$ cat src/rtl/core/assert_macros.svh
// Assertion macros shared by the string escaper RTL.
// Include with the bare file name; each use stands on its own line.
`ifndef ASSERT_MACROS_SVH
`define ASSERT_MACROS_SVH

// Expression must hold at every clock edge outside reset.
`define JSESC_ASSERT_ALWAYS(lbl, clk, rst_n, expr, msg) \
    lbl: assert property (@(posedge clk) disable iff (!rst_n) (expr)) else $error(msg);

// Whenever the antecedent holds, the consequent holds in the same cycle.
`define JSESC_ASSERT_IMPLY(lbl, clk, rst_n, ante, cons, msg) \
    lbl: assert property (@(posedge clk) disable iff (!rst_n) (ante) |-> (cons)) else $error(msg);

`endif

$ cat src/rtl/core/jsesc_pkg.sv
// Types and constants of the JSON string escaper.
// No dependencies; imported by every module of the block.
`timescale 1ns / 1ps
`default_nettype none

package jsesc_pkg;

    localparam logic [7:0] C_QUOTE     = 8'h22;
    localparam logic [7:0] C_BACKSLASH = 8'h5C;
    localparam logic [7:0] C_SPACE     = 8'h20;
    localparam logic [7:0] C_ASCII_TOP = 8'h80;
    localparam logic [7:0] C_CTRL_TOP  = 8'h20;
    localparam logic [7:0] C_TERM_BYTE = 8'h00;

    localparam logic [20:0] C_MIN_CP2   = 21'h00080;
    localparam logic [20:0] C_MIN_CP3   = 21'h00800;
    localparam logic [20:0] C_MIN_CP4   = 21'h10000;
    localparam logic [20:0] C_SURR_LO   = 21'h0D800;
    localparam logic [20:0] C_SURR_HI   = 21'h0DFFF;
    localparam logic [20:0] C_CP_MAX    = 21'h10FFFF;

    localparam logic [15:0] C_CAP_RESET = 16'd256;

    // An accepted byte becomes one job or none: U+FFFD replacements, then
    // an optional unit of up to four bytes, then an optional terminator.
    typedef struct packed {
        logic [2:0]      reps;
        logic [3:0][7:0] ubytes;
        logic [2:0]      ulen;
        logic            term;
        logic            trunc;
    } t_job;

    // Byte of U+FFFD (EF BF BD) at the given phase.
    function automatic logic [7:0] rep_byte(input logic [1:0] ph);
        logic [7:0] b;
        case (ph)
            2'd0:    b = 8'hEF;
            2'd1:    b = 8'hBF;
            default: b = 8'hBD;
        endcase
        return b;
    endfunction

endpackage

`default_nettype wire

$ cat src/rtl/core/jsesc_front.sv
// Front end: takes input bytes, tracks UTF-8 sequences and output budget,
// and turns each byte into at most one job. Depends on jsesc_pkg.
`timescale 1ns / 1ps
`default_nettype none

`include "assert_macros.svh"

module jsesc_front
    import jsesc_pkg::*;
(
    input  wire logic        i_clk,
    input  wire logic        i_rst_n,
    input  wire logic        i_accept,
    input  wire logic [7:0]  i_in_byte,
    input  wire logic [15:0] i_cap,
    output logic             o_job_push,
    output t_job             o_job
);

    logic [2:0][7:0] r_held;
    logic [1:0]      r_hcnt;
    logic [2:0]      r_slen;
    logic [20:0]     r_acc;
    logic [15:0]     r_bw;
    logic            r_stop;

    logic [1:0]      n_hcnt;
    logic [2:0]      n_slen;
    logic [20:0]     n_acc;
    logic [15:0]     n_bw;
    logic            n_stop;
    logic            held_we;
    logic [1:0]      held_idx;

    logic            held;
    logic            cont;
    logic [20:0]     acc_ext;
    logic            complete;
    logic            cp_ok;
    logic [7:0]      b;

    logic [2:0]      raw_reps;
    logic [3:0][7:0] raw_ub;
    logic [2:0]      raw_ulen;
    logic            raw_term;
    logic            lead2, lead3, lead4;
    logic            fresh;

    logic [16:0]     bw17, cap17, bw_r;
    logic [3:0]      fit;
    logic [2:0]      f;
    logic            rep_short;
    logic            ufit;
    logic            term_emit;
    logic [16:0]     bw_sum;
    logic            stop_now;

    assign b        = i_in_byte;
    assign held     = (r_hcnt != 2'd0);
    assign cont     = (b[7:6] == 2'b10);
    assign acc_ext  = {r_acc[14:0], b[5:0]};
    assign complete = ({1'b0, r_hcnt} + 3'd1) >= r_slen;
    assign lead2    = (b[7:5] == 3'b110);
    assign lead3    = (b[7:4] == 4'b1110);
    assign lead4    = (b[7:3] == 5'b11110);
    assign fresh    = !(held && cont);

    always_comb begin
        cp_ok = 1'b1;
        if (r_slen == 3'd2 && acc_ext < C_MIN_CP2) cp_ok = 1'b0;
        if (r_slen == 3'd3 && acc_ext < C_MIN_CP3) cp_ok = 1'b0;
        if (r_slen == 3'd4 && acc_ext < C_MIN_CP4) cp_ok = 1'b0;
        if (acc_ext >= C_SURR_LO && acc_ext <= C_SURR_HI) cp_ok = 1'b0;
        if (acc_ext > C_CP_MAX) cp_ok = 1'b0;
    end

    // Classify the byte into replacements, one unit and a terminator.
    always_comb begin
        raw_reps = 3'd0;
        raw_ub   = '0;
        raw_ulen = 3'd0;
        raw_term = 1'b0;
        if (!fresh) begin
            if (complete) begin
                if (cp_ok) begin
                    for (int i = 0; i < 3; i++) begin
                        raw_ub[i] = (2'(i) < r_hcnt) ? r_held[i] : b;
                    end
                    raw_ub[3] = b;
                    raw_ulen  = {1'b0, r_hcnt} + 3'd1;
                end else begin
                    raw_reps = r_slen;
                end
            end
        end else begin
            // A broken sequence turns every held byte into a replacement.
            raw_reps = {1'b0, r_hcnt};
            if (b == C_TERM_BYTE) begin
                raw_term = 1'b1;
            end else if (b == C_QUOTE || b == C_BACKSLASH) begin
                raw_ub[0] = C_BACKSLASH;
                raw_ub[1] = b;
                raw_ulen  = 3'd2;
            end else if (b < C_CTRL_TOP) begin
                raw_ub[0] = C_SPACE;
                raw_ulen  = 3'd1;
            end else if (b < C_ASCII_TOP) begin
                raw_ub[0] = b;
                raw_ulen  = 3'd1;
            end else if (!(lead2 || lead3 || lead4)) begin
                raw_reps = {1'b0, r_hcnt} + 3'd1;
            end
        end
    end

    // Budget check: each replacement is a unit of its own, then the unit.
    assign bw17  = {1'b0, r_bw};
    assign cap17 = {1'b0, i_cap};

    always_comb begin
        for (int i = 0; i < 4; i++) begin
            fit[i] = !r_stop && (3'(i) < raw_reps)
                     && ((bw17 + 17'(3 * (i + 1))) < cap17);
        end
    end

    assign f         = 3'(fit[0]) + 3'(fit[1]) + 3'(fit[2]) + 3'(fit[3]);
    assign rep_short = (f != raw_reps);
    assign bw_r      = bw17 + 17'(f) + 17'({f, 1'b0});
    assign ufit      = !r_stop && !rep_short && (raw_ulen != 3'd0)
                       && ((bw_r + 17'(raw_ulen)) < cap17);
    assign term_emit = raw_term && (i_cap != 16'd0);
    assign bw_sum    = bw_r + (ufit ? 17'(raw_ulen) : 17'd0);

    // Stop flag as it stands once this byte's beats are counted; the
    // terminator reports it before the string state is cleared.
    assign stop_now  = r_stop || rep_short || ((raw_ulen != 3'd0) && !ufit);

    always_comb begin
        n_stop = stop_now;
        n_bw   = bw_sum[15:0];
        n_hcnt = r_hcnt;
        n_slen = r_slen;
        n_acc  = r_acc;
        held_we  = 1'b0;
        held_idx = 2'd0;
        if (!fresh) begin
            if (complete) begin
                n_hcnt = 2'd0;
                n_slen = 3'd0;
            end else begin
                held_we  = 1'b1;
                held_idx = r_hcnt;
                n_hcnt   = r_hcnt + 2'd1;
                n_acc    = acc_ext;
            end
        end else begin
            n_hcnt = 2'd0;
            n_slen = 3'd0;
            if (lead2) begin
                n_slen = 3'd2; n_acc = {16'd0, b[4:0]}; n_hcnt = 2'd1; held_we = 1'b1;
            end else if (lead3) begin
                n_slen = 3'd3; n_acc = {17'd0, b[3:0]}; n_hcnt = 2'd1; held_we = 1'b1;
            end else if (lead4) begin
                n_slen = 3'd4; n_acc = {18'd0, b[2:0]}; n_hcnt = 2'd1; held_we = 1'b1;
            end
            if (raw_term) begin
                n_bw   = 16'd0;
                n_stop = 1'b0;
            end
        end
    end

    always_ff @(posedge i_clk) begin
        if (!i_rst_n) begin
            r_hcnt <= 2'd0;
            r_slen <= 3'd0;
            r_acc  <= 21'd0;
            r_bw   <= 16'd0;
            r_stop <= 1'b0;
        end else if (i_accept) begin
            r_hcnt <= n_hcnt;
            r_slen <= n_slen;
            r_acc  <= n_acc;
            r_bw   <= n_bw;
            r_stop <= n_stop;
        end
    end

    always_ff @(posedge i_clk) begin
        if (i_accept && held_we) begin
            r_held[held_idx] <= b;
        end
    end

    always_comb begin
        o_job.reps   = f;
        o_job.ubytes = raw_ub;
        o_job.ulen   = ufit ? raw_ulen : 3'd0;
        o_job.term   = term_emit;
        o_job.trunc  = stop_now;
    end

    assign o_job_push = i_accept && ((f != 3'd0) || ufit || term_emit);

    `JSESC_ASSERT_IMPLY(a_hcnt_below_len, i_clk, i_rst_n, r_hcnt != 2'd0, {1'b0, r_hcnt} < r_slen, "held count not below sequence length")
    `JSESC_ASSERT_IMPLY(a_len_when_held, i_clk, i_rst_n, r_hcnt != 2'd0, r_slen >= 3'd2, "bytes held without a sequence length")

endmodule

`default_nettype wire

$ cat src/rtl/core/jsesc_queue.sv
// Short job queue between the front end and the byte generator.
// Depends on jsesc_pkg for the job type.
`timescale 1ns / 1ps
`default_nettype none

module jsesc_queue
    import jsesc_pkg::*;
#(
    parameter int DEPTH = 2
) (
    input  wire logic i_clk,
    input  wire logic i_rst_n,
    input  wire logic i_push,
    input  t_job      i_job,
    input  wire logic i_pop,
    output logic      o_full,
    output logic      o_valid,
    output t_job      o_job
);

    localparam int PW = (DEPTH > 1) ? $clog2(DEPTH) : 1;
    localparam int CW = $clog2(DEPTH + 1);

    t_job          r_mem [DEPTH];
    logic [PW-1:0] r_wptr, r_rptr;
    logic [CW-1:0] r_cnt;
    logic          do_push, do_pop;

    assign o_full  = (r_cnt == CW'(DEPTH));
    assign o_valid = (r_cnt != '0);
    assign do_push = i_push && !o_full;
    assign do_pop  = i_pop && o_valid;
    assign o_job   = r_mem[r_rptr];

    always_ff @(posedge i_clk) begin
        if (do_push) begin
            r_mem[r_wptr] <= i_job;
        end
    end

    always_ff @(posedge i_clk) begin
        if (!i_rst_n) begin
            r_wptr <= '0;
            r_rptr <= '0;
            r_cnt  <= '0;
        end else begin
            if (do_push) begin
                r_wptr <= (r_wptr == PW'(DEPTH - 1)) ? '0 : r_wptr + 1'b1;
            end
            if (do_pop) begin
                r_rptr <= (r_rptr == PW'(DEPTH - 1)) ? '0 : r_rptr + 1'b1;
            end
            if (do_push && !do_pop) begin
                r_cnt <= r_cnt + 1'b1;
            end else if (do_pop && !do_push) begin
                r_cnt <= r_cnt - 1'b1;
            end
        end
    end

endmodule

`default_nettype wire

$ cat src/rtl/core/jsesc_back.sv
// Byte generator: expands the job at the queue head into output beats and
// holds them in an output register. Depends on jsesc_pkg.
`timescale 1ns / 1ps
`default_nettype none

`include "assert_macros.svh"

module jsesc_back
    import jsesc_pkg::*;
(
    input  wire logic i_clk,
    input  wire logic i_rst_n,
    input  wire logic i_job_valid,
    input  t_job      i_job,
    output logic      o_job_pop,
    input  wire logic pop,
    output logic      empty,
    output logic [7:0] o_out_byte,
    output logic      o_is_terminator,
    output logic      o_was_truncated,
    output logic      o_last_of_run
);

    logic [2:0] r_rep;
    logic [1:0] r_ph;
    logic [2:0] r_up;
    logic       r_ovalid;

    logic [2:0] n_rep;
    logic [1:0] n_ph;
    logic [2:0] n_up;

    logic       in_rep, in_unit, on_term;
    logic       last;
    logic       load;
    logic [7:0] beat_byte;

    assign in_rep  = (r_rep < i_job.reps);
    assign in_unit = !in_rep && (r_up < i_job.ulen);
    assign on_term = !in_rep && !in_unit;

    always_comb begin
        n_rep = r_rep;
        n_ph  = r_ph;
        n_up  = r_up;
        if (in_rep) begin
            if (r_ph == 2'd2) begin
                n_ph  = 2'd0;
                n_rep = r_rep + 3'd1;
            end else begin
                n_ph = r_ph + 2'd1;
            end
        end else if (in_unit) begin
            n_up = r_up + 3'd1;
        end
    end

    // Last beat of a job: the terminator, or the final data beat of a job
    // that carries no terminator.
    assign last = on_term
                  || (!i_job.term && (n_rep >= i_job.reps) && (n_up >= i_job.ulen));

    always_comb begin
        if (in_rep) begin
            beat_byte = rep_byte(r_ph);
        end else if (in_unit) begin
            beat_byte = i_job.ubytes[r_up[1:0]];
        end else begin
            beat_byte = C_TERM_BYTE;
        end
    end

    assign empty     = !r_ovalid;
    assign load      = i_job_valid && (!r_ovalid || pop);
    assign o_job_pop = load && last;

    always_ff @(posedge i_clk) begin
        if (!i_rst_n) begin
            r_rep    <= 3'd0;
            r_ph     <= 2'd0;
            r_up     <= 3'd0;
            r_ovalid <= 1'b0;
        end else begin
            if (load) begin
                r_ovalid <= 1'b1;
                if (last) begin
                    r_rep <= 3'd0;
                    r_ph  <= 2'd0;
                    r_up  <= 3'd0;
                end else begin
                    r_rep <= n_rep;
                    r_ph  <= n_ph;
                    r_up  <= n_up;
                end
            end else if (pop) begin
                r_ovalid <= 1'b0;
            end
        end
    end

    always_ff @(posedge i_clk) begin
        if (load) begin
            o_out_byte      <= beat_byte;
            o_is_terminator <= on_term;
            o_was_truncated <= on_term && i_job.trunc;
            o_last_of_run   <= last;
        end
    end

    `JSESC_ASSERT_IMPLY(a_term_is_last, i_clk, i_rst_n, !empty && o_is_terminator, o_last_of_run, "terminator beat not marked last")
    `JSESC_ASSERT_IMPLY(a_progress_in_job, i_clk, i_rst_n, i_job_valid, (r_rep <= i_job.reps) && (r_up <= i_job.ulen), "byte generator ran past its job")

endmodule

`default_nettype wire

$ cat src/rtl/core/json_string_escape_utf8_validate.sv
// JSON string escaper with UTF-8 validation.
// Input side is a queue: a byte beat is taken when push is high and full is
// low. Result side is a queue: the oldest result sits on the o_ ports while
// empty is low and is taken when pop is high. One input byte gives zero to
// twelve result beats; the last one carries o_last_of_run.
// Throughput: one input byte per cycle while full is low, and one result
// beat per cycle from the byte generator while the receiver pops; a job
// holds the generator until its last beat, and the job queue (QUEUE_DEPTH
// jobs) lets the input run ahead. A byte's job is queued, then its beats
// are registered. Capacity is written through i_cfg_we / i_cfg_wdata; the
// user must write it only while the block is idle, which the block does
// not enforce. It resets to 256. Reset empties the queues and clears all
// string state. When the receiver stalls, the output register holds its
// beat, the job queue fills, and full rises to stop the sender.
// Depends on jsesc_pkg, jsesc_front, jsesc_queue and jsesc_back.
`timescale 1ns / 1ps
`default_nettype none

module json_string_escape_utf8_validate
    import jsesc_pkg::*;
#(
    parameter int QUEUE_DEPTH = 2
) (
    input  wire logic        i_clk,
    input  wire logic        i_rst_n,
    input  wire logic        i_cfg_we,
    input  wire logic [15:0] i_cfg_wdata,
    input  wire logic        push,
    output logic             full,
    input  wire logic [7:0]  i_in_byte,
    output logic             empty,
    input  wire logic        pop,
    output logic [7:0]       o_out_byte,
    output logic             o_is_terminator,
    output logic             o_was_truncated,
    output logic             o_last_of_run
);

    logic [15:0] r_cap;
    logic        accept;
    logic        job_push;
    t_job        job_in;
    logic        job_valid;
    t_job        job_head;
    logic        job_pop;

    always_ff @(posedge i_clk) begin
        if (!i_rst_n) begin
            r_cap <= C_CAP_RESET;
        end else if (i_cfg_we) begin
            r_cap <= i_cfg_wdata;
        end
    end

    assign accept = push && !full;

    jsesc_front u_front (
        .i_clk      (i_clk),
        .i_rst_n    (i_rst_n),
        .i_accept   (accept),
        .i_in_byte  (i_in_byte),
        .i_cap      (r_cap),
        .o_job_push (job_push),
        .o_job      (job_in)
    );

    jsesc_queue #(
        .DEPTH (QUEUE_DEPTH)
    ) u_queue (
        .i_clk   (i_clk),
        .i_rst_n (i_rst_n),
        .i_push  (job_push),
        .i_job   (job_in),
        .i_pop   (job_pop),
        .o_full  (full),
        .o_valid (job_valid),
        .o_job   (job_head)
    );

    jsesc_back u_back (
        .i_clk           (i_clk),
        .i_rst_n         (i_rst_n),
        .i_job_valid     (job_valid),
        .i_job           (job_head),
        .o_job_pop       (job_pop),
        .pop             (pop),
        .empty           (empty),
        .o_out_byte      (o_out_byte),
        .o_is_terminator (o_is_terminator),
        .o_was_truncated (o_was_truncated),
        .o_last_of_run   (o_last_of_run)
    );

endmodule

`default_nettype wire
$ cat config.mk
export PLATFORM = sky130hd
export DESIGN_NAME = json_string_escape_utf8_validate
export DESIGN_NICKNAME = d
export VERILOG_FILES = /design/src/rtl/core/jsesc_pkg.sv /design/src/rtl/core/jsesc_front.sv /design/src/rtl/core/jsesc_queue.sv /design/src/rtl/core/jsesc_back.sv /design/src/rtl/core/json_string_escape_utf8_validate.sv
export VERILOG_INCLUDE_DIRS = /design/src /design/src/rtl/core
export SDC_FILE = /design/constraint.sdc
export NUM_CORES = 1
export LEC_CHECK = 0
export ABC_AREA = 1
export BUFFER_PORTS_ARGS = -buffer_cell sky130_fd_sc_hd__buf_2
export CAP_MARGIN = 20
export CELL_PAD_IN_SITES_DETAIL_PLACEMENT = 0
export CELL_PAD_IN_SITES_GLOBAL_PLACEMENT = 1
export CORE_MARGIN = 2
export CORE_UTILIZATION = 52
export DETAILED_ROUTE_END_ITERATION = 10
export PLACE_DENSITY_LB_ADDON = 0.1
export REMOVE_ABC_BUFFERS = 1
export SLEW_MARGIN = 5
export SYNTH_ARGS = -nofsm -noshare
export SYNTH_HDL_FRONTEND = slang
export SYNTH_SLANG_ARGS = --single-unit
$ cat constraint.sdc
create_clock -name i_clk -period 30.2 [get_ports i_clk]
set_clock_uncertainty 0.1 [all_clocks]
set_input_delay 6.04 -clock i_clk [delete_from_list [all_inputs] [get_ports i_clk]]
set_output_delay 6.04 -clock i_clk [all_outputs]
set_load 0.1 [all_outputs]
==> out/qor.txt, run 1 <==
Fmax: 0.0689 GHz
Power density cells: 68.9 nW/µm²
Slew Limit Fails: 0
Main area contributors after synthesis: edfxtp_1 (28%), ha_1 (12%), dfxtp_1 (11%)
Clock buffer count from CTS: 17
Crit path largest cell delay: 0.47 ns
Crit path required time: 30.41 ns
Drt first-iter violations: 848
Hold_buf cts: 0
Post-synth top area cell: edfxtp_1
All-Layer GR Usage: 0.263
DR pass1 iterations: 5
Top cells by count, synth: nand2_1 (272), inv_1 (159), a21oi_1 (137), nor2_1 (132), ha_1 (120)
Post-Place Cells: 1770
Clk buf depth: 2
Most frequent CP cell: nand2_1
VDD IR-drop max: 0.0507 mV
Maximum number of pins on one net before global-route repair: 42
RSZ-0062 raised after global routing: false
Die Width: 157 µm
Hold Violations, Final: 0
Setup bufs post-CTS: 0
Crit. End Element: flop
Cell variety after synth: 64
WHS Path Cells: 1
Setup Total Neg Slack: 0 ns
WL/cell: 17.0 µm
Top FF cell, synth: edfxtp_1
Drt total wl: 30.6 mm
Yosys reg bits: 182
Max-cap violations: 0
Relative slew slack: 0.356
Crit path depth: 55
Post-cts sizing count: 0
Post-route ant nets: 0
Port-buffer cells: 41
Core footprint: 22800 µm²
Final worst path period need: 14.50 ns
Static leakage: 5.85 nW
Register area share after synthesis: 0.395
Initial antenna violation count: 0
Drc violations: 0
Cell Count, Final, Fillers Out: 1802
Vias: 9876
Most common cell in the synthesized netlist: nand2_1
Total power: 0.910 mW
Gp weighted congestion: 0.950
Later-pin clock latency in the skew report: 0.44 ns
Worst path top cell family by delay: adder cells
CP Max Fanout: 14
Nets: 1630
Worst Tran Pin Value: 0.958 ns
Fin crit share: 0.480
Fillers: 2099
Setup CP Type: input port to flop
Worst-path clk slew: 0.08 ns
Mapped cell area: 12100 µm²
Die Height: 157 µm
Via-to-Cell Ratio: 5.48
CTS tree: yes
Final setup vio count: 0
Worst R2R Path Depth: 60
P&R area growth vs syn: 8.93%
Hold Crit Class: flop to flop
Layout cells sized above 1: 0.101
Synth Area per Inst: 8.36 µm²
Startpoint types: input port
Buf/Inv on CP: 13
Arrival time at the worst endpoint: 14.71 ns
First-pass GRT wire length: 50.0 mm
Diodes inserted: 0
H-tree depth: 4
GRT Residual Overflow: 0
# IOs: 42
YS warnings: 0
Initial Util: 0.533
Number of flops mapped to enable cells by yosys: 115
Root Driver: clkbuf_16
Status: complete, no violations
Sink Count: 182
Synth top area share: 0.285
Post-Syn Instances: 1451
Site Rows: 55
Synth async-reset ratio: 0
Vias in the first global route: 9369
Hpwl dp: 23.2 mm
Die area: 24600 µm²
CP max stage cell: fa_1
final timing paths:
check                           slack [ns]       startpoint          endpoint
worst max register to register       19.76  u_front.r_bw[2]  u_front.r_bw[12]
worst max-delay path                 15.70     i_in_byte[7]  u_front.r_bw[12]
worst min-delay path                  0.37   u_queue.r_rptr    u_queue.r_rptr
worst min register to register        0.37   u_queue.r_rptr    u_queue.r_rptr
cells in the final DEF (no fill, tap or decap), types with 54 or more instances in the layout:
master	instances
inv_1	159
a21oi_1	137
nand2_1	272
xor2_1	67
nand3_1	54
nor2_1	131
dfxtp_1	67
edfxtp_1	115
o21ai_0	81
ha_1	120
sequential cells by signal (all words and copies together), names as in the netlist, 2 cells and up, named ones only:
| register | flops |
|---|---|
| r_cap | 16 |
| u_back.o_out_byte | 8 |
| u_back.r_ph | 2 |
| u_back.r_rep | 3 |
| u_back.r_up | 3 |
| u_front.r_acc | 15 |
| u_front.r_bw | 16 |
| u_front.r_hcnt | 2 |
| u_front.r_held | 24 |
| u_front.r_slen | 3 |
| u_queue.r_cnt | 2 |
| u_queue.r_mem | 80 |
power by group:
group,internal (mW),switching (mW),leakage (nW)
Combinational,0.108,0.237,3.94
Clock,0.114,0.116,0.295
Sequential,0.315,0.0202,1.61
Total,0.537,0.373,5.85
logic make-up (layout without fill, tap and decap cells):
family | Yosys count | count (layout) | synth area share
flops | 182 | 182 | 0.395
buf+inv | 223 | 260 | 0.0721
simple gates | 547 | 547 | 0.202
xor+xnor | 79 | 79 | 0.0592
other cells | 1 | 2 | 0.000309
fa+ha+maj | 125 | 125 | 0.132
mux | 5 | 5 | 0.00413
compound gates | 289 | 289 | 0.135
layer usage:
layer | track usage | routed length [µm]
met5 | 0 | 0
met4 | 0.0555 | 316
met3 | 0.0407 | 1980
met2 | 0.396 | 13100
met1 | 0.400 | 15100
stage by stage:
step / instance area [µm²] / hold WS [ns] / setup WS (ns) / utilization
floorplan: 11900 / 0.325 / 16.17 / -
global placement: 12600 / 0.343 / 15.60 / 0.553
detailed placement: 12600 / 0.340 / 15.34 / 0.553
CTS: 13200 / 0.366 / 15.75 / 0.580
global route: 13200 / 0.394 / 14.80 / 0.580
finish: 13200 / 0.366 / 15.70 / 0.580
worst reg2reg max path: cells and delay by family, from the launching register on:
kind / cells / cell delay, ns
AO/OA/AOI/OAI: 7 / 0.88
XOR/XNOR: 3 / 0.53
adder cells (fa/ha/maj): 12 / 3.87
buffers and inverters: 11 / 0.90
flip-flops: 1 / 0.59
AND/OR/NAND/NOR: 27 / 3.49
area by class of cell:
class / instances / area, µm² / area share
timing repair buffer: 49 / 263 / 0.0199
clock buffer: 17 / 425 / 0.0322
sequential: 182 / 4790 / 0.363
tap: 313 / 392 / 0.0296
clock inverter: 15 / 190 / 0.0144
multi-input combinational: 1047 / 6480 / 0.490
inverter: 179 / 673 / 0.0509
Note: power is estimated with default switching activity, not from simulation.
==> run 2: changes to the inputs <==
--- a/config.mk
+++ b/config.mk
@@ -12,7 +12,7 @@
 export CELL_PAD_IN_SITES_DETAIL_PLACEMENT = 0
 export CELL_PAD_IN_SITES_GLOBAL_PLACEMENT = 1
 export CORE_MARGIN = 2
-export CORE_UTILIZATION = 52
+export CORE_UTILIZATION = 44
 export DETAILED_ROUTE_END_ITERATION = 10
 export PLACE_DENSITY_LB_ADDON = 0.1
 export REMOVE_ABC_BUFFERS = 1
==> constraint.sdc (replaced) <==
create_clock -name i_clk -period 11.7 [get_ports i_clk]
set_clock_uncertainty 0.1 [all_clocks]
set_input_delay 2.34 -clock i_clk [delete_from_list [all_inputs] [get_ports i_clk]]
set_output_delay 2.34 -clock i_clk [all_outputs]
set_load 0.1 [all_outputs]
==> run 2 against run 1 <==
  * Flip-flop and latch count did not move
  * Via count shrank 1.6%
  * Highest routed layer unchanged
  * Core utilization shrank 9.1 points
  * Final cell count increased by 1.8%
==> out/qor.txt, run 2 (synthesis results as in run 1) <==
DR pass1 iterations: 6 (+1)
GR Layer Usage met2: 0.341 (-0.0545)
RSZ-0062 raised after global routing: false
Biggest regs: u_queue.r_mem (80), u_front.r_held (24)
Crit. End Element: flop
Site Rows: 60 (+9.1%)
Diodes inserted: 0 (unchanged)
Vias in the first global route: 9228 (-1.5%)
Max reg flops: 80 (unchanged)
All-Layer GR Usage: 0.227 (-0.0362)
H-tree depth: 4 (unchanged)
Die area: 28900 µm² (+18%)
Fin crit share: 0.905
Nets: 1635 (+0.31%)
Hold Crit Class: flop to flop
WL/cell: 17.2 µm (+1.5%)
Status: complete, no violations
Most common cell after layout, fill and taps aside: nand2_1
Core footprint: 27000 µm² (+19%)
Startpoint types: input port
Port-buffer cells: 41 (unchanged)
GRT Residual Overflow: 0 (unchanged)
Slew Limit Fails: 0 (unchanged)
Fmax: 0.0945 GHz
Worst Tran Pin Value: 0.910 ns (-0.0484 ns)
Later-pin clock latency in the skew report: 0.43 ns (about the same)
First-pass GRT wire length: 50.7 mm (+1.4%)
Sink Count: 182 (unchanged)
# IOs: 42 (unchanged)
Layout cells sized above 1: 0.102 (+0.000330)
Pre-CTS setup slack: 0.658 ns (-14.69 ns)
Hpwl dp: 24.2 mm (+4.5%)
Via-to-Cell Ratio: 5.30 (-3.3%)
CP Max Fanout: 14 (unchanged)
VDD IR-drop max: 0.113 mV (+120%)
Met3 usage: 0.0284 (-0.0123)
Setup Total Neg Slack: 0 ns (unchanged)
Hold_buf cts: 0 (unchanged)
Worst-path clk slew: 0.07 ns (about the same)
Initial antenna violation count: 0 (unchanged)
Arrival time at the worst endpoint: 10.85 ns (-3.86 ns)
Most frequent cells in the layout: nand2_1 (272), inv_1 (160), a21oi_1 (137)
Final worst path period need: 10.59 ns
Post-route ant nets: 0 (unchanged)
Static leakage: 5.86 nW (+0.26%)
Root Driver: clkbuf_16
P&R area growth vs syn: 9.07%
M1 GR Usage: 0.349 (-0.0513)
CP max stage cell: fa_1
Reg with most FFs: u_queue.r_mem
Vias: 9720 (-1.6%)
Gp weighted congestion: 0.888 (-6.6%)
Drt first-iter violations: 642 (-24%)
Fillers: 2641 (+26%)
Hold Violations, Final: 0 (unchanged)
Die Height: 170 µm (+8.5%)
Die Width: 170 µm (+8.5%)
Initial Util: 0.449 (-0.0837)
Max-cap violations: 0 (unchanged)
Power density cells: 175 nW/µm² (+150%)
Final setup vio count: 0 (unchanged)
Post-cts sizing count: 0 (unchanged)
Setup CP Type: input port to flop
Drt total wl: 31.6 mm (+3.3%)
Clk buf depth: 2 (unchanged)
Clock buffer count from CTS: 17 (unchanged)
CTS tree: yes
Crit path largest cell delay: 0.47 ns (about the same)
Drc violations: 0 (unchanged)
GR peak layer: met1
Crit path required time: 11.97 ns (-18.44 ns)
Most frequent CP cell: nand2_1
Relative slew slack: 0.392 (+0.0362)
Layout Utilization: 0.490 (-0.0905)
Maximum number of pins on one net before global-route repair: 42 (unchanged)
Setup bufs post-CTS: 0 (unchanged)
Final worst slack: 1.11 ns (-14.58 ns)
[run 2: cell count changes in the layout (fill, tap and decap cells not counted), sizes merged]
cell,previous run,this run
clkinv,11,10
inv,182,179
clkinvlp,1,0
clkbuf,17,22
buf,49,54
[run 2: stage by stage]
step	instance area (µm²)	cells	hold slack (ns)	total power, mW
floorplan	11900	1408	0.325	1.53
global placement	12700	1803	0.333	1.77
detailed placement	12700	1803	0.343	1.77
CTS	13200	1835	0.355	2.33
global route	13200	1835	0.371	2.48
finish	13200	1835	0.359	2.31
[run 2: report_power, final]
group	leakage [nW]	switching (mW)	internal, mW
combinational	3.96	0.617	0.280
sequential	1.61	0.0504	0.813
clock	0.283	0.252	0.299
[run 2: per-layer routing]
metal | routed length, µm | vias up
li1 | - | 4972
met1 | 16400 | 4483
met2 | 13400 | 251
met3 | 1600 | 14
met4 | 214 | 0
met5 | 0 | -
[run 2: worst paths after layout]
path	from	end	slack, ns	cells after the start
setup / recovery	i_in_byte[7]	u_front.r_bw[14]	1.11	57
hold / removal	u_queue.r_rptr	flop	0.36	1
setup reg to reg	u_front.r_bw[2]	u_front.r_bw[14]	1.27	60
hold reg to reg	u_queue.r_rptr	flop	0.36	1
[run 2: cell type report]
class	count	area (µm²)	area share
clock inverter	10	71.3	0.00539
sequential	182	4790	0.362
multi-input combinational	1047	6480	0.490
clock buffer	22	487	0.0368
tap	341	427	0.0322
timing repair buffer	54	303	0.0229
inverter	179	673	0.0509
[run 2: critical path: cells and delay by family]
kind / cells / cell delay, ns
AND/OR/NAND/NOR: 27 / 3.13
XOR/XNOR: 1 / 0.17
buffers and inverters: 13 / 1.30
adder cells (fa/ha/maj): 10 / 3.22
AO/OA/AOI/OAI: 6 / 0.71
==> run 3: changes to the inputs <==
--- a/config.mk
+++ b/config.mk
@@ -11,7 +11,7 @@
 export CAP_MARGIN = 20
 export CELL_PAD_IN_SITES_DETAIL_PLACEMENT = 0
 export CELL_PAD_IN_SITES_GLOBAL_PLACEMENT = 1
-export CORE_MARGIN = 2
+export CORE_MARGIN = 5
 export CORE_UTILIZATION = 44
 export DETAILED_ROUTE_END_ITERATION = 10
 export PLACE_DENSITY_LB_ADDON = 0.1
==> constraint.sdc (replaced) <==
create_clock -name i_clk -period 11.7 [get_ports i_clk]
set_clock_uncertainty 0.1 [all_clocks]
set_input_delay 0.585 -clock i_clk [delete_from_list [all_inputs] [get_ports i_clk]]
set_output_delay 0.585 -clock i_clk [all_outputs]
set_load 0.1 [all_outputs]
==> run 3 against run 2 <==
  * Clock power grew 6.7%
  * Register-to-register slack lost 0.02 ns
  * Clock-buffer cell count shrank 5
  * Largest power group unchanged
  * Combinational power is essentially flat
  * Critical endpoint unchanged
  * Design area is essentially flat
  * First-iteration DRC count shrank 3.7%
  * Critical path depth grew 7
  * Sequential share of layout area is essentially flat
  * Setup slack gained 0.14 ns
==> out/qor.txt, run 3 (synthesis results as in run 1) <==
Power density cells: 177 nW/µm² (+1.5%)
Vias in the first global route: 9132 (-1.0%)
CP Max Fanout: 6 (-8)
Initial antenna violation count: 0 (unchanged)
Diodes inserted: 0 (unchanged)
Via-to-Cell Ratio: 5.29 (-0.17%)
Max-cap violations: 0 (unchanged)
Setup Total Neg Slack: 0 ns (unchanged)
# IOs: 42 (unchanged)
Reg with most FFs: u_queue.r_mem
Biggest regs: u_queue.r_mem (80), u_front.r_held (24)
Crit path required time: 11.97 ns (about the same)
Comb power frac: 0.382 (-0.006)
DR pass1 iterations: 5 (-1)
Fmax: 0.0957 GHz (+1.4%)
Clock buffer count from CTS: 17 (unchanged)
Max reg flops: 80 (unchanged)
Root Driver: clkbuf_16
CP max stage cell: nor3_1
Most frequent cells in the layout: nand2_1 (272), inv_1 (159), a21oi_1 (137)
Die area: 31000 µm² (+7.2%)
Buf/Inv on CP: 14 (+1)
Relative slew slack: 0.283 (-0.109)
Worst-path clk slew: 0.08 ns (about the same)
Hold-critical path endpoint: r_cap[8]
H-tree depth: 4 (unchanged)
Nets: 1630 (-0.31%)
Cell Count, Final, Fillers Out: 1830 (-0.27%)
Later-pin clock latency in the skew report: 0.44 ns (about the same)
P&R area growth vs syn: 9.17% (about the same)
Final instance area: 13200 µm² (about the same)
Startpoint types: flop
Crit. End Element: flop
Final worst slack: 1.25 ns (+0.141 ns)
Vias: 9677 (-0.44%)
Final worst path period need: 10.45 ns (-0.141 ns)
Drc violations: 0 (unchanged)
Hold Crit Class: input port to flop
Pre-CTS setup slack: 1.24 ns (+0.580 ns)
Setup bufs post-CTS: 0 (unchanged)
Post-route ant nets: 0 (unchanged)
Clock Power Share: 0.250 (+0.012)
Post-cts sizing count: 0 (unchanged)
Port-buffer cells: 41 (unchanged)
Initial Util: 0.449 (unchanged)
Fin crit share: 0.893 (-0.0121)
Setup CP Type: flop to flop
Drt total wl: 31.8 mm (+0.74%)
Post-DP Area: 12600 µm² (-0.30%)
Status: complete, no violations
VDD IR-drop max: 0.111 mV (-1.3%)
Sink Count: 182 (unchanged)
Layout Utilization: 0.490 (about the same)
Hold Violations, Final: 0 (unchanged)
Worst path top cell family by delay: simple AND/OR/NAND/NOR gates
Worst hold margin: 0.253 ns (-0.105 ns)
CTS tree: yes
Internal Power: 1.40 mW (+0.52%)
Most common cell after layout, fill and taps aside: nand2_1
Static leakage: 5.84 nW (-0.28%)
Site Rows: 60 (unchanged)
All-Layer GR Usage: 0.208 (-0.0192)
First-pass GRT wire length: 50.5 mm (-0.29%)
Most frequent CP cell: inv_1
Clk buf depth: 2 (unchanged)
Maximum number of pins on one net before global-route repair: 42 (unchanged)
Worst R2R End: u_front.r_bw[14]
Worst R2R Setup Slack: 1.25 ns (-0.02 ns)
Crit path largest cell delay: 0.54 ns (+0.07 ns)
WL/cell: 17.4 µm (+1.0%)
Final setup vio count: 0 (unchanged)
Arrival time at the worst endpoint: 10.72 ns (-0.13 ns)
Gp weighted congestion: 0.909 (+2.4%)
WHS Path Cells: 3 (+2)
Drt first-iter violations: 618 (-3.7%)
Die Width: 176 µm (+3.5%)
Hold_buf cts: 0 (unchanged)
Layout cells sized above 1: 0.101 (-0.000330)
GRT Residual Overflow: 0 (unchanged)
Post-Place Cells: 1798 (-0.28%)
Core footprint: 27000 µm² (unchanged)
Seq pwr share: 0.367 (-0.007)
Sw frac: 0.404 (+0.00641)
Hpwl dp: 24.4 mm (+0.83%)
Slew Limit Fails: 0 (unchanged)
Die Height: 176 µm (+3.5%)
R2R Path Start: u_front.r_bw[1]
Switching power: 0.949 mW (+3.2%)
RSZ-0062 raised after global routing: false
Worst hold start: i_cfg_wdata[8]
Worst Tran Pin Value: 1.07 ns (+0.157 ns)
Total power: 2.35 mW (+1.6%)
Worst R2R Path Depth: 64 (+6.7%)
[run 3: changes by cell type in the layout (fill, tap and decap cells not counted), sizes merged]
cell and delta:
clkbuf -5, clkinvlp +1, bufinv +1, buf -5, inv +3
[run 3: worst max-delay path by stage]
stage | endpoint | cells after the start | start | slack [ns]
global route | u_front.r_bw[14] | 63 | u_front.r_bw[1] | 0.16
detailed placement | u_front.r_bw[14] | 64 | u_front.r_bw[1] | 1.24
finish | u_front.r_bw[14] | 64 | u_front.r_bw[1] | 1.25
global placement | u_front.r_bw[12] | 62 | u_front.r_bw[1] | 1.38
floorplan | u_queue.r_mem[0][0] | 53 | u_front.r_bw[1] | 2.39
CTS | u_front.r_bw[14] | 64 | u_front.r_bw[1] | 1.21
[run 3: layout make-up]
cell class | instances | area [µm²]
well taps | 341 | 427
flip-flops and latches | 182 | 4790
inverters | 179 | 673
clock buffers | 17 | 425
repair buffers | 49 | 265
multi-input cells | 1047 | 6480
clock inverters | 15 | 181
fillers | 2659 | 13800
[run 3: routing by layer]
layer	GRT usage	routed length [µm]	vias to the layer above
li1	-	-	4950
met1	0.320	16300	4496
met2	0.305	13500	206
met3	0.0377	1630	25
met4	0.0445	365	0
met5	0	0	-
[run 3: tightest hold or removal path, stage by stage]
cell	delay (ns)
buf_2	0.07
a21oi_1	0.05
o21ai_0	0.06
[run 3: power by group through the flow]
stage | Combinational (mW) | Clock, mW | Sequential (mW)
2_1_floorplan | 0.560 | 0 | 0.967
3_3_place_gp | 0.889 | 0 | 0.875
3_5_place_dp | 0.893 | 0 | 0.877
4_1_cts | 0.902 | 0.602 | 0.863
5_1_grt | 1.01 | 0.630 | 0.873
6_report | 0.898 | 0.588 | 0.863
